==> config.mk <==
export PLATFORM = sky130hd
export DESIGN_NAME = cpu_interrupt_edge_latch
export DESIGN_NICKNAME = d
export VERILOG_FILES = /design/src/design/cie_pkg.sv /design/src/design/cpu_interrupt_edge_latch.sv
export SDC_FILE = /design/constraint.sdc
export NUM_CORES = 1
export LEC_CHECK = 0
export ABC_AREA = 1
export BUFFER_PORTS_ARGS = -buffer_cell sky130_fd_sc_hd__buf_2
export CORE_MARGIN = 5
export CORE_UTILIZATION = 55
export DETAILED_ROUTE_END_ITERATION = 10
export GPL_TIMING_DRIVEN = 0
export PLACE_DENSITY_LB_ADDON = 0.25
export SKIP_LAST_GASP = 1
export SLEW_MARGIN = 15
export SYNTH_ARGS = -nofsm -noshare
export SYNTH_HDL_FRONTEND = slang
export SYNTH_SLANG_ARGS = --single-unit
==> constraint.sdc <==
create_clock -name clk -period 2.9 [get_ports clk]
set_input_delay 0.725 -clock clk [delete_from_list [all_inputs] [get_ports clk]]
set_output_delay 0.725 -clock clk [all_outputs]
set_load 0.1 [all_outputs]
==> src/design/cie_pkg.sv <==
// ----------------------------------------------------------------------------
// CPU interrupt edge latch package
// Event codes, bus widths and the interrupt state record.
// ----------------------------------------------------------------------------
package cie_pkg;

  localparam int unsigned OP_W       = 4;
  localparam int unsigned CLOCK_W    = 64;
  localparam int unsigned IN_DATA_W  = 72;
  localparam int unsigned OUT_DATA_W = 16;

  typedef enum logic [OP_W-1:0] {
    OP_NMI_ASSERT = 4'd0,
    OP_NMI_CLEAR  = 4'd1,
    OP_NMI_FORCE  = 4'd2,
    OP_IRQ_ASSERT = 4'd3,
    OP_IRQ_CLEAR  = 4'd4,
    OP_IRQ_STATUS = 4'd5,
    OP_IRQ_CANCEL = 4'd6,
    OP_IRQ_FORCE  = 4'd7,
    OP_OBSERVE    = 4'd8,
    OP_EDGE       = 4'd9,
    OP_TAKE_NMI   = 4'd10,
    OP_TAKE_IRQ   = 4'd11,
    OP_LOCK       = 4'd12,
    OP_UNLOCK     = 4'd13
  } opcode_t;

  typedef struct packed {
    logic               nmi_level;
    logic               nmi_seen;
    logic               nmi_armed;
    logic               nmi_req;
    logic               irq_level;
    logic               irq_skip;
    logic               irq_armed;
    logic               irq_req;
    logic               observe_lock;
    logic [CLOCK_W-1:0] nmi_stamp;
    logic [CLOCK_W-1:0] irq_stamp;
  } irq_state_t;

endpackage

==> src/design/cpu_interrupt_edge_latch.sv <==
// ----------------------------------------------------------------------------
// CPU interrupt edge latch
// NMI edge latch and IRQ level latch driven by a stream of timed events.
// ----------------------------------------------------------------------------
// Each input item is one event: in_tuser carries the event code and in_tdata
// the master clock and the interrupt disable flag. Each item produces exactly
// one result item on the out_ channel, holding the taken flag and the full
// set of interrupt flags after the event has been applied.
// An item is first captured in an input register; when it moves on, the
// event is applied to the interrupt state and the result is loaded into the
// output register. One item is accepted per cycle while the receiver takes
// results; each item passes through the single state update with its
// 64-bit timestamp compare.
// When the receiver stalls, the result waits in the output register while
// the input register takes one further item; input is then held off.
// Reset clears every flag, both timestamps and both valid stages.
// ----------------------------------------------------------------------------
module cpu_interrupt_edge_latch (
  input  logic                             clk,
  input  logic                             rst_n,
  input  logic                             in_tvalid,
  output logic                             in_tready,
  // Fields from bit 0: event_clock[63:0], irq_mask, zero fill.
  input  logic [cie_pkg::IN_DATA_W-1:0]    in_tdata,
  // Fields from bit 0: opcode.
  input  logic [cie_pkg::OP_W-1:0]         in_tuser,
  output logic                             out_tvalid,
  input  logic                             out_tready,
  // Fields from bit 0: taken, nmi_level, nmi_seen, nmi_armed, nmi_req,
  // irq_level, irq_skip, irq_armed, irq_req, lock, zero fill.
  output logic [cie_pkg::OUT_DATA_W-1:0]   out_tdata
);

  import cie_pkg::*;

  logic               s1_valid_r;
  opcode_t            s1_op_r;
  logic [CLOCK_W-1:0] s1_clock_r;
  logic               s1_disabled_r;
  logic               advance;
  irq_state_t         state_r;
  irq_state_t         state_nxt;
  logic               taken_nxt;
  logic               out_valid_r;
  logic [OUT_DATA_W-1:0] out_data_r;

  assign advance   = s1_valid_r && (!out_valid_r || out_tready);
  assign in_tready = !s1_valid_r || advance;

  always_comb begin
    state_nxt = state_r;
    taken_nxt = 1'b0;
    case (s1_op_r)
      OP_NMI_ASSERT: begin
        if (!state_r.nmi_level) begin
          state_nxt.nmi_seen = 1'b1;
        end
        state_nxt.nmi_level = 1'b1;
      end
      OP_NMI_CLEAR: state_nxt.nmi_level = 1'b0;
      OP_NMI_FORCE: begin
        state_nxt.nmi_armed = 1'b1;
        state_nxt.nmi_stamp = '0;
      end
      OP_IRQ_ASSERT: begin
        if (!state_r.irq_level) begin
          state_nxt.irq_skip = 1'b1;
        end
        state_nxt.irq_level = 1'b1;
      end
      OP_IRQ_CLEAR: state_nxt.irq_level = 1'b0;
      OP_IRQ_STATUS: begin
        state_nxt.irq_level = 1'b0;
        state_nxt.irq_skip  = 1'b0;
        state_nxt.irq_armed = 1'b0;
      end
      OP_IRQ_CANCEL: begin
        state_nxt.irq_level = 1'b0;
        state_nxt.irq_skip  = 1'b0;
        state_nxt.irq_armed = 1'b0;
        state_nxt.irq_req   = 1'b0;
      end
      OP_IRQ_FORCE: begin
        state_nxt.irq_armed = 1'b1;
        state_nxt.irq_stamp = '0;
      end
      OP_OBSERVE: begin
        if (state_r.nmi_seen) begin
          state_nxt.nmi_seen  = 1'b0;
          state_nxt.nmi_armed = 1'b1;
          state_nxt.nmi_stamp = s1_clock_r;
        end
        if (state_r.irq_skip) begin
          state_nxt.irq_skip = 1'b0;
        end else if (state_r.irq_level) begin
          if (!state_r.irq_armed) begin
            state_nxt.irq_stamp = s1_clock_r;
          end
          state_nxt.irq_armed = 1'b1;
        end
      end
      OP_EDGE: begin
        if (!state_r.observe_lock) begin
          if (state_r.nmi_armed && (state_r.nmi_stamp <= s1_clock_r)) begin
            state_nxt.nmi_req   = 1'b1;
            state_nxt.nmi_armed = 1'b0;
          end
          if (state_r.irq_armed && (state_r.irq_stamp <= s1_clock_r)) begin
            if (!s1_disabled_r) begin
              state_nxt.irq_req = 1'b1;
            end
            state_nxt.irq_armed = 1'b0;
          end
        end
      end
      OP_TAKE_NMI: begin
        taken_nxt         = state_r.nmi_req;
        state_nxt.nmi_req = 1'b0;
      end
      OP_TAKE_IRQ: begin
        taken_nxt         = state_r.irq_req;
        state_nxt.irq_req = 1'b0;
      end
      OP_LOCK:   state_nxt.observe_lock = 1'b1;
      OP_UNLOCK: state_nxt.observe_lock = 1'b0;
      default: ;
    endcase
  end

  always_ff @(posedge clk) begin
    if (!rst_n) begin
      s1_valid_r  <= 1'b0;
      out_valid_r <= 1'b0;
      state_r     <= '0;
    end else begin
      if (in_tready) begin
        s1_valid_r <= in_tvalid;
      end
      if (advance) begin
        out_valid_r <= 1'b1;
        state_r     <= state_nxt;
      end else if (out_tready) begin
        out_valid_r <= 1'b0;
      end
    end
  end

  always_ff @(posedge clk) begin
    if (in_tready && in_tvalid) begin
      s1_op_r       <= opcode_t'(in_tuser);
      s1_clock_r    <= in_tdata[CLOCK_W-1:0];
      s1_disabled_r <= in_tdata[CLOCK_W];
    end
    if (advance) begin
      out_data_r <= {6'b0, state_nxt.observe_lock, state_nxt.irq_req,
                     state_nxt.irq_armed, state_nxt.irq_skip,
                     state_nxt.irq_level, state_nxt.nmi_req,
                     state_nxt.nmi_armed, state_nxt.nmi_seen,
                     state_nxt.nmi_level, taken_nxt};
    end
  end

  assign out_tvalid = out_valid_r;
  assign out_tdata  = out_data_r;

  a_advance_loads_output: assert property (@(posedge clk) disable iff (!rst_n)
    advance |=> out_valid_r)
    else $error("Advancing item did not reach the output register.");

  a_take_nmi_clears: assert property (@(posedge clk) disable iff (!rst_n)
    advance && (s1_op_r == OP_TAKE_NMI) |=> !state_r.nmi_req)
    else $error("NMI still pending after it was taken.");

  a_lock_freezes_edge: assert property (@(posedge clk) disable iff (!rst_n)
    advance && (s1_op_r == OP_EDGE) && state_r.observe_lock |=> $stable(state_r))
    else $error("Locked opcode edge changed the interrupt state.");

  a_no_load_without_item: assert property (@(posedge clk) disable iff (!rst_n)
    !s1_valid_r && !out_valid_r |=> !out_valid_r)
    else $error("Result appeared without an item in flight.");

endmodule
Yosys cells after proc, flatten, opt, wreduce, memory -nomap -nowiden
Cells that the tools add are included.
- bits in registers: 218
- output and inout port bits: 18
- logic and storage cells: 82
- magnitude comparators: 2
- equality and inequality tests: 17
- multiplexer cells: 28
- reduce and logical (&&, ||, !) cells: 18
- operators with widths (cell ; count):
    64-bit 2-to-1 mux ; 4
    64-bit case mux with 2 select lines ; 2
    64-bit <= comparator ; 2
    4-bit equality test (second input constant) ; 6
    4-bit by 3-bit equality test with 1-bit output (second input constant) ; 4
    1-bit case mux with 2 select lines ; 8
    4-bit by 2-bit equality test with 1-bit output (second input constant) ; 2
    1-bit 2-to-1 mux ; 8
    2-bit 2-to-1 mux ; 4
    2-bit inequality test (second input constant) ; 4
    2-bit nonzero test ; 3
    3-bit OR reduction ; 2
    5-bit AND reduction ; 1
    4-bit by 1-bit equality test with 1-bit output (second input constant) ; 1
    1-bit logical AND ; 4
    4-bit zero test ; 1
    1-bit case mux with 4 select lines ; 1
    2-bit OR reduction ; 2
    1-bit case mux with 3 select lines ; 1
    3-bit AND reduction ; 1
    1-bit zero test ; 2
    1-bit logical OR ; 2

Logic depth before layout (Yosys ltp)
Gate-level depths: netlist of run 1.
- depth after elaboration: 5
- gate-level depth with buffers: 21
- mapped depth without buffers: 21

Worst setup path before layout of run 1
No wires, ideal clock.
- path type: reg2reg
- from: reg out_valid_r, in the netlist out_tvalid
- to: reg s1_clock_r[0], enable pin
- setup time: 0.562 ns
- arrival: 3.108 ns
- slack: -0.770 ns
- stages on the path, launching flop included: 4
- path through: dfxtp_1 > nand3_1 > nand2_1 > inv_1
- word-level cells in the longest chain between the ends: 5
- RTL lines (element ; line ; RTL):
    start: declaration ; cpu_interrupt_edge_latch.sv:44 ; logic out_valid_r;
    start signal: assignment ; cpu_interrupt_edge_latch.sv:133 ; out_valid_r <= 1'b0;
    start signal: assignment ; cpu_interrupt_edge_latch.sv:140 ; out_valid_r <= 1'b1;
    start signal: assignment ; cpu_interrupt_edge_latch.sv:143 ; out_valid_r <= 1'b0;
    1-bit zero test ; cpu_interrupt_edge_latch.sv:47 ; assign advance = s1_valid_r && (!out_valid_r || out_tready);
    1-bit logical OR ; cpu_interrupt_edge_latch.sv:47 ;
    1-bit logical AND ; cpu_interrupt_edge_latch.sv:47 ;
    1-bit logical OR ; cpu_interrupt_edge_latch.sv:48 ; assign in_tready = !s1_valid_r || advance;
    via in_tready ; cpu_interrupt_edge_latch.sv:22 ; output logic in_tready,
    1-bit logical AND ; cpu_interrupt_edge_latch.sv:149 ; if (in_tready && in_tvalid) begin
    end signal: assignment ; cpu_interrupt_edge_latch.sv:151 ; s1_clock_r <= in_tdata[CLOCK_W-1:0];
    end: declaration ; cpu_interrupt_edge_latch.sv:38 ; logic [CLOCK_W-1:0] s1_clock_r;
The timed path passes the listed nets, and every way through them passes these cells.
A chain may end at the register's enable or synchronous reset.

==> flow_summary.toml, run 1 <==
[hold_path]
min_path_type = "in2reg"

[timing]
hold_ws_ns = 0.389
worst_pin_slew_ns = 0.717
maxSlewHeadroom_pct = 52.1
setup_tns_ns = 0
final.min_clock_period_ns = 2.52
hold_viol = 0
finClkSkew_ns = 0.0126
rsz0062_at_grt = "false"
layout_setup_ws_ns = 0.382
setup_viol = 0
finalCritPeriodShare_pct = 86.8
drv_slew = 0
fmax_mhz = 397

[cells_and_area]
area_growth_pct = 14.4
layout_common_cells = "nor2_1, nand2_1, dfxtp_1"
fin_util_pct = 64.1
seq_area_sq_mm = 0.00516
multi_input_area_sq_mm = 0.00505
fillers = 1730
num_antenna_cells = 0
final_common_cell = "nor2_1"
final_nets = 1636
drive_above_1_share_pct = 11.6

[detailed_routing]
via_per_inst = 5.22
drt_iter0_markers = 528
wire_per_inst_um = 14.3
antenna_left = 0
vias = 8929
drt-pass1-iter-count = 5
totalWireLength_um = 24400
drc = 0

[power_and_ir_drop]
intPower_mw = 5.28
clkPwrFrac_pct = 43.3
p_leak_nw = 5.79
p_sw_mw = 1.63
pwr-share-seq_pct = 48.0
swShare_pct = 23.6
peakVddDrop_mv = 0.436
finalPower_mw = 6.91
comb_power_share_pct = 8.7
power_density_mw_per_mm2 = 552

[run]
maxCapViolCount = 0

[clocking]
post_cts_buffers = 0
clk_path_buf_depth = 3
path_clk_slew_ns = 0.06
cts_max_level = 1
clock-sinks = 218
root_buffer = "clkbuf_16"
cts_tree = "yes"
clock_latency_ns = 0.51
cts_resized = 0
numCtsBuffers = 23
cts_hold_buffers = 0

[floorplan]
num_io_pins = 98
initial_core_util_pct = 56.0
die_x_um = 151
core_area_sq_mm = 0.0195
die_area_sq_mm = 0.0228
die_h_um = 151
rows = 51

[grt]
antenna_found_initial = 0
grt_use_total_pct = 21.7
grt_pass1_vias = 8603
grt_max_degree = 38
grt_pass1_wl_um = 40500
grt-ovfl-total = 0

[placed_design]
gp_congestion = 0.852
dpl.hpwl_um = 18000
place_ws_ns = 0.382
io_buffers = 84

[critical_path]
crit_path_start_kind = "flop"
crit_type = "reg2reg"
critPathArrivalTime_ns = 2.78
end_kind = "flop"
regToRegSetupSlack_ns = 0.38
crit_required_ns = 3.16
path_max_fanout = 3

[logic_synthesis]
ys_ff_latch = 218
synth-edff-count = 79
yosysSeqAreaShare_pct = 47.1
async_flop_share_pct = 0
ys.flop_type = "dfxtp_1"
synth.distinct_cells = 31
syn_inst = 1313
syn_avg_cell_area_sq_um = 8.33
netlist_area_sq_mm = 0.0109
ys_warn_count = 0

[run_status]
status = "complete, no violations"
## worst max-delay path: stages, from the launching register on
cell and delay (ns):
edfxtp_1 0.32, inv_1 0.10, ha_1 0.32, nand2_1 0.08, nor2_1 0.16, nand2_1 0.11
nor3b_1 0.36, and3_1 0.28, nand4_1 0.09, nand2_1 0.18, nand2_1 0.07, nand2_1 0.06
nand2_1 0.05, nand2_1 0.07, inv_1 0.04
## cell families after synthesis
family / share of synthesized area (%)
compound gates: 12.2
fa+ha+maj: 14.6
buf+inv: 6.97
flops: 47.1
other cells: 0.0343
simple gates: 19.0
## power groups by stage
stage | registers, mW | logic, mW | clock network [mW]
floorplan | 3.43 | 0.366 | 0
global route | 3.32 | 0.678 | 3.18
global placement | 3.38 | 0.578 | 0
finish | 3.32 | 0.600 | 2.99
detailed placement | 3.38 | 0.596 | 0
CTS | 3.32 | 0.602 | 3.05
## final cells by class
cell class / instances / share of cell area [%]
plain buffers: 55 / 2.30
clock buffers: 31 / 5.16
clock inverters: 10 / 0.990
inverters: 126 / 3.82
multi-input cells: 919 / 40.4
flip-flops and latches: 218 / 41.2
well taps: 265 / 2.65
repair buffers: 85 / 3.52
## layer usage
layer | global-route usage (%) | routed length, um
met3 | 2.63 | 1090
met1 | 28.3 | 11000
met5 | 0 | 0
met2 | 37.7 | 11600
met4 | 7.16 | 823
## registers in the layout (all words and copies together), names as in the netlist
signal	flops
s1_valid_r	1
s1_disabled_r	1
out_tvalid	1
out_tdata	10
s1_op_r	4
state_r	137
s1_clock_r	64
## final timing paths
kind / from / end / cells after the start
max reg2reg: s1_clock_r[63]$_DFFE_PP_ / out_tdata[7]$_DFFE_PP_ / 14
max: s1_clock_r[63]$_DFFE_PP_ / out_tdata[7]$_DFFE_PP_ / 14
min: in_tdata[19] / s1_clock_r[19]$_DFFE_PP_ / 1
min reg2reg: state_r[75]$_SDFFE_PN0P_ / state_r[75]$_SDFFE_PN0P_ / 2
## cell usage after synthesis, types with 2 or more instances
cell | instances | area share, %
buf_4 | 7 | 0.48
nand3_1 | 15 | 0.69
o21ai_0 | 122 | 5.6
nor4_1 | 3 | 0.17
inv_1 | 119 | 4.1
o21a_1 | 7 | 0.48
nand4_1 | 11 | 0.63
nand2_1 | 201 | 6.9
a21oi_1 | 116 | 5.3
buf_2 | 20 | 0.92
dfxtp_1 | 139 | 25
a21o_1 | 2 | 0.14
nor3_1 | 6 | 0.27
edfxtp_1 | 79 | 22
ha_1 | 128 | 15
nor2_1 | 281 | 9.6
clkbuf_1 | 24 | 0.82
inv_2 | 6 | 0.21
buf_6 | 4 | 0.41
o21ai_2 | 2 | 0.16
o21ai_1 | 11 | 0.50
## per-stage QoR
step | instance area, sq um | cells
CTS | 12500 | 1709
global placement | 11700 | 1667
floorplan | 11000 | 1318
finish | 12500 | 1709
global route | 12500 | 1709
detailed placement | 11700 | 1668
Power figures use the tool's default switching activity.
==> run 2: changes to the inputs <==
Settings changed: CORE_UTILIZATION 55 to 54.
Clock period 2.9 ns to 2.2 ns, I/O delays scaled along.
==> run 2 against run 1 <==
First-iteration DRC count is 11% higher. Flip-flop and latch count unchanged. Sequential power increased by 32%. The run now ends with negative setup slack left. Power increased by 32%. Hold slack got worse by 0.18 ns. Via count up 1.8%. Fmax increased by 14%. Count of clock-buffer cells in the layout up 3.
==> flow_summary.toml, run 2 (same netlist as run 1, synthesis figures left out) <==
[clocking]
clock-sinks = 218
cts_hold_buffers = 0
root_buffer = "clkbuf_16"
clk_path_buf_depth = 3
cts_tree = "yes"
clock_latency_ns = 0.51
numCtsBuffers = 24
cts_max_level = 1
path_clk_slew_ns = 0.06

[power_and_ir_drop]
comb_power_share_pct = 9.5
peakVddDrop_mv = 0.649
swShare_pct = 24.6
pwr-share-seq_pct = 48.2
clkPwrFrac_pct = 42.3
p_sw_mw = 2.24
finalPower_mw = 9.09
power_density_mw_per_mm2 = 701
intPower_mw = 6.86
p_leak_nw = 5.85

[detailed_routing]
drt-pass1-iter-count = 5
totalWireLength_um = 25600
antenna_left = 0
vias = 9087
drt_iter0_markers = 585
wire_per_inst_um = 14.8
drc = 0
via_per_inst = 5.26

[critical_path]
crit_family = "simple AND/OR/NAND/NOR gates"
end_kind = "flop"
crit_path_start_kind = "flop"
cp_cell_sequence = "inv_2 -> ha_4 -> nand2_4 -> nor2_4 -> nand2_2 -> nor3b_4 -> and3_4 -> nand4_1 -> nand2_2 -> nand2_1 -> nand2_1 -> nand2_1 -> nand2_2 -> inv_2"
crit_type = "reg2reg"
critPathBufInv = 2
path_max_fanout = 2
slowest_delay_ns = 0.40
crit_slowest_cell = "edfxtp_1"
critPathArrivalTime_ns = 2.49
crit_required_ns = 2.48

[cells_and_area]
fin_util_pct = 64.6
num_antenna_cells = 0
fin_area_sq_mm = 0.0130
drive_above_1_share_pct = 18.2
seq_area_sq_mm = 0.00516
layout_common_cells = "nor2_1, nand2_1, dfxtp_1"
largest_reg_flops = 137
fillers = 1683
area_growth_pct = 18.7
final_nets = 1648
multi_input_area_sq_mm = 0.00543
final_common_cell = "nor2_1"
largest-register = "state_r"

[grt]
grt-ovfl-total = 0
grt_max_degree = 37
antenna_found_initial = 0
grt_pass1_wl_um = 41600
grt_pass1_vias = 8866
grt_use_total_pct = 21.1

[run_status]
violations = "negative setup slack"
status = "finished with violations"

[timing]
layout_setup_ws_ns = -0.0105
setup_viol = 1
rsz0062_at_grt = "true"
hold_ws_ns = 0.205
maxSlewHeadroom_pct = 46.4
worst_pin_slew_ns = 0.802
fmax_mhz = 452
drv_slew = 0
final.min_clock_period_ns = 2.21
finalCritPeriodShare_pct = 100
finClkSkew_ns = 0.0133
hold_viol = 0

[floorplan]
die_h_um = 152
num_io_pins = 98
initial_core_util_pct = 54.4
rows = 52
die_x_um = 152
core_area_sq_mm = 0.0201
die_area_sq_mm = 0.0232

[placed_design]
place_ws_ns = -0.400
dpl.hpwl_um = 18100
place_area_sq_mm = 0.0118
io_buffers = 84
gp_congestion = 0.877

[hold_path]
min_path_type = "in2reg"

[run]
maxCapViolCount = 0
-- run 2: cell count changes in the layout (fill, tap and decap cells not counted), sizes merged --
| cell | previous run | this run |
|---|---|---|
| clkbuf | 55 | 58 |
| inv | 124 | 125 |
| clkinvlp | 2 | 3 |
| buf | 116 | 127 |
| bufinv | 3 | 1 |
-- run 2: final timing paths --
kind                                               start                       end  slack (ns)  cells after the start
worst max register to register  s1_clock_r[56]$_DFFE_PP_    out_tdata[7]$_DFFE_PP_       -0.01                     14
worst min register to register  state_r[73]$_SDFFE_PN0P_  state_r[73]$_SDFFE_PN0P_        0.47                      2
worst min-delay path                         in_tdata[7]   s1_clock_r[7]$_DFFE_PP_        0.21                      1
worst max-delay path            s1_clock_r[56]$_DFFE_PP_    out_tdata[7]$_DFFE_PP_       -0.01                     14
-- run 2: cell type report --
type / count / share of cell area, %
multi-input combinational: 919 / 41.8
sequential: 218 / 39.7
clock buffer: 34 / 5.23
timing repair buffer: 96 / 4.03
inverter: 126 / 3.69
tap: 270 / 2.60
buffer: 55 / 2.22
clock inverter: 10 / 0.627
-- run 2: metal layers --
| layer | track usage (%) | share of wire, % |
|---|---|---|
| met3 | 3.55 | 5.4 |
| met2 | 36.4 | 47 |
| met5 | 0 | 0 |
| met4 | 7.15 | 3.0 |
| met1 | 27.0 | 44 |
-- run 2: what timing repair did --
| action | 4_1_cts | 5_1_grt |
|---|---|---|
| setup endpoints to repair | 8 | 14 |
| resized for setup | 30 | 74 |
| pin swaps | 14 | 33 |
| setup buffers | 4 | 7 |
-- run 2: through the flow --
| step | cells | setup TNS (ns) |
|---|---|---|
| after floorplan | 1318 | -19.53 |
| after global placement | 1672 | -41.54 |
| after detailed placement | 1673 | -7.89 |
| after CTS | 1721 | -0.00525 |
| after global routing | 1728 | -0.316 |
| final | 1728 | -0.0105 |
-- run 2: power groups by stage --
stage,Clock [mW],Combinational (mW),Sequential (mW)
final,3.85,0.864,4.38
after global routing,4.10,0.967,4.39
after CTS,3.93,0.819,4.37
after detailed placement,0,0.786,4.46
after global placement,0,0.765,4.46
after floorplan,0,0.483,4.53
==> run 3: changes to the inputs <==
Settings changed: ABC_AREA 1 to unset, CAP_MARGIN set to 20.
==> run 3 against run 2 <==
Largest cell class unchanged. Area after synthesis fell by 0.98%. Via count rose by 2.9%. Cell area rose by 4.0%. Critical path depth fell by 5. The flow still finishes with violations (negative setup slack). Cell count fell by 4.6%. Clock power fell by 3%. Count of clock-buffer cells in the layout rose by 1.
==> flow_summary.toml, run 3 <==
[timing]
maxSlewHeadroom_pct = 35.5
finalCritPeriodShare_pct = 121
setup_tns_ns = -3.13
setup_viol = 8
final.min_clock_period_ns = 2.66
layout_setup_ws_ns = -0.463
drv_slew = 0
hold_viol = 0
fmax_mhz = 375
finClkSkew_ns = 0.0166
rsz0062_at_grt = "true"
worst_pin_slew_ns = 0.968

[critical_path]
critPathBufInv = 1
startpoint = "s1_clock_r[1]$_DFFE_PP_"
crit_slowest_cell = "or4b_4"
end_kind = "flop"
critPathArrivalTime_ns = 2.92
crit_family = "compound AO/OA/AOI/OAI gates"
crit_path_start_kind = "flop"
crit_type = "reg2reg"
path_max_fanout = 3
slowest_delay_ns = 0.57
cp_cell_sequence = "inv_2 -> ha_4 -> nor2b_4 -> o211ai_1 -> a21oi_1 -> or4b_4 -> a211oi_4 -> a21oi_4 -> a31o_2"
reg2reg_from = "s1_clock_r[1]$_DFFE_PP_"
regToRegSetupSlack_ns = -0.46
crit_required_ns = 2.46

[grt]
antenna_found_initial = 0
grt-ovfl-total = 0
grt_use_total_pct = 23.6
grt_max_degree = 70
grt_pass1_vias = 8939
grt_pass1_wl_um = 43800

[detailed_routing]
antenna_left = 0
drt-pass1-iter-count = 5
totalWireLength_um = 27800
drt_iter0_markers = 610
drc = 0
via_per_inst = 5.67
wire_per_inst_um = 16.8
vias = 9349

[floorplan]
die_x_um = 152
core_area_sq_mm = 0.0196
rows = 51
die_h_um = 152
initial_core_util_pct = 55.3
num_io_pins = 98
die_area_sq_mm = 0.0230

[clocking]
clock_latency_ns = 0.52
path_clk_slew_ns = 0.06
clk_path_buf_depth = 3
clock-sinks = 218
cts_tree = "yes"
numCtsBuffers = 24
cts_max_level = 1
cts_hold_buffers = 0
root_buffer = "clkbuf_16"

[placed_design]
io_buffers = 84
place_ws_ns = -0.706
place_area_sq_mm = 0.0116
dp.cells = 1531
dpl.hpwl_um = 18400
gp_congestion = 0.839

[cells_and_area]
area_growth_pct = 24.6
largest-register = "state_r"
largest_reg_flops = 137
layout_common_cells = "a21oi_1, nand2_1, nand3_1"
num_antenna_cells = 0
final_nets = 1574
final_common_cell = "a21oi_1"
fin_area_sq_mm = 0.0135
final_cells = 1649
fillers = 1502
drive_above_1_share_pct = 24.2

[logic_synthesis]
synth-edff-count = 79
yosysSeqAreaShare_pct = 47.6
synth_top_area_share_pct = 25.7
yosysTopAreaCell = "dfxtp_1"
netlist_top_cells_area = "dfxtp_1, edfxtp_1, ha_1"
synth.distinct_cells = 56
yosys-top-cells-count = "a21oi_1, nand2_1, nand3_1"
ys_warn_count = 0
ys_ff_latch = 218
synth.most_common_cell = "a21oi_1"
netlist_area_sq_mm = 0.0108
async_flop_share_pct = 0
ys.flop_type = "dfxtp_1"
syn_inst = 1177
syn_avg_cell_area_sq_um = 9.20

[power_and_ir_drop]
power_density_mw_per_mm2 = 656
comb_power_share_pct = 8.7
clkPwrFrac_pct = 42.0
swShare_pct = 24.3
pwr-share-seq_pct = 49.3
p_leak_nw = 5.53
intPower_mw = 6.70
p_sw_mw = 2.15
peakVddDrop_mv = 0.628

[hold_path]
hold_start = "in_tdata[33]"
min_path_type = "in2reg"

[run_status]
status = "finished with violations"
violations = "negative setup slack"

[run]
maxCapViolCount = 0
[run 3: final cells by class]
type | instances | area (sq um) | share of cell area (%)
buffer | 66 | 355 | 2.63
multi-input combinational | 820 | 5630 | 41.7
clock inverter | 9 | 41.3 | 0.306
sequential | 218 | 5160 | 38.2
timing repair buffer | 161 | 1020 | 7.55
clock buffer | 35 | 683 | 5.06
inverter | 75 | 282 | 2.09
tap | 265 | 332 | 2.46
[run 3: stage by stage]
stage | utilization [%] | hold WS [ns] | power, mW
after detailed placement | 59.4 | 0.449 | 5.06
after CTS | 67.0 | 0.183 | 8.85
after global placement | 59.4 | 0.443 | 5.05
after floorplan | - | 0.436 | 4.84
after global routing | 68.9 | 0.183 | 9.17
final | 68.9 | 0.200 | 8.85
[run 3: what timing repair did]
item / in CTS / in global routing
buffers inserted: 54 / 23
resized for setup: 80 / 63
endpoints found under the setup margin: 132 / 130
pin swaps: 38 / 35
[run 3: path summary, 6_finish.rpt]
path	endpoint	cells after the start
worst max-delay path	out_tdata[3]$_DFFE_PP_	9
worst min-delay path	s1_clock_r[33]$_DFFE_PP_	1
worst max register to register	out_tdata[3]$_DFFE_PP_	9
worst min register to register	state_r[6]$_SDFFE_PN0P_	2
[run 3: power by group through the flow]
stage | combinational (mW) | sequential (mW) | clock (mW)
after global routing | 0.840 | 4.36 | 3.97
final | 0.771 | 4.36 | 3.72
after global placement | 0.602 | 4.44 | 0
after floorplan | 0.363 | 4.48 | 0
after CTS | 0.719 | 4.35 | 3.78
after detailed placement | 0.616 | 4.44 | 0
[run 3: cell families (layout without fill, tap and decap cells)]
kind of cell	count (synthesis)	after routing	synth area share [%]
other cells	1	6	0.0346
mux	2	2	0.185
flops	218	218	47.6
buf+inv	144	346	5.59
fa+ha+maj	128	128	14.8
compound gates	257	257	13.1
simple gates	427	427	18.7
[run 3: metal layers]
metal | share of wire (%) | vias to the layer above | GRT usage, % | wire [um]
li1 | - | 4580 | - | -
met1 | 43 | 4400 | 30.9 | 11900
met2 | 48 | 303 | 40.7 | 13200
met3 | 6.6 | 66 | 3.66 | 1830
met4 | 2.9 | 0 | 6.92 | 811
met5 | 0 | - | 0 | 0
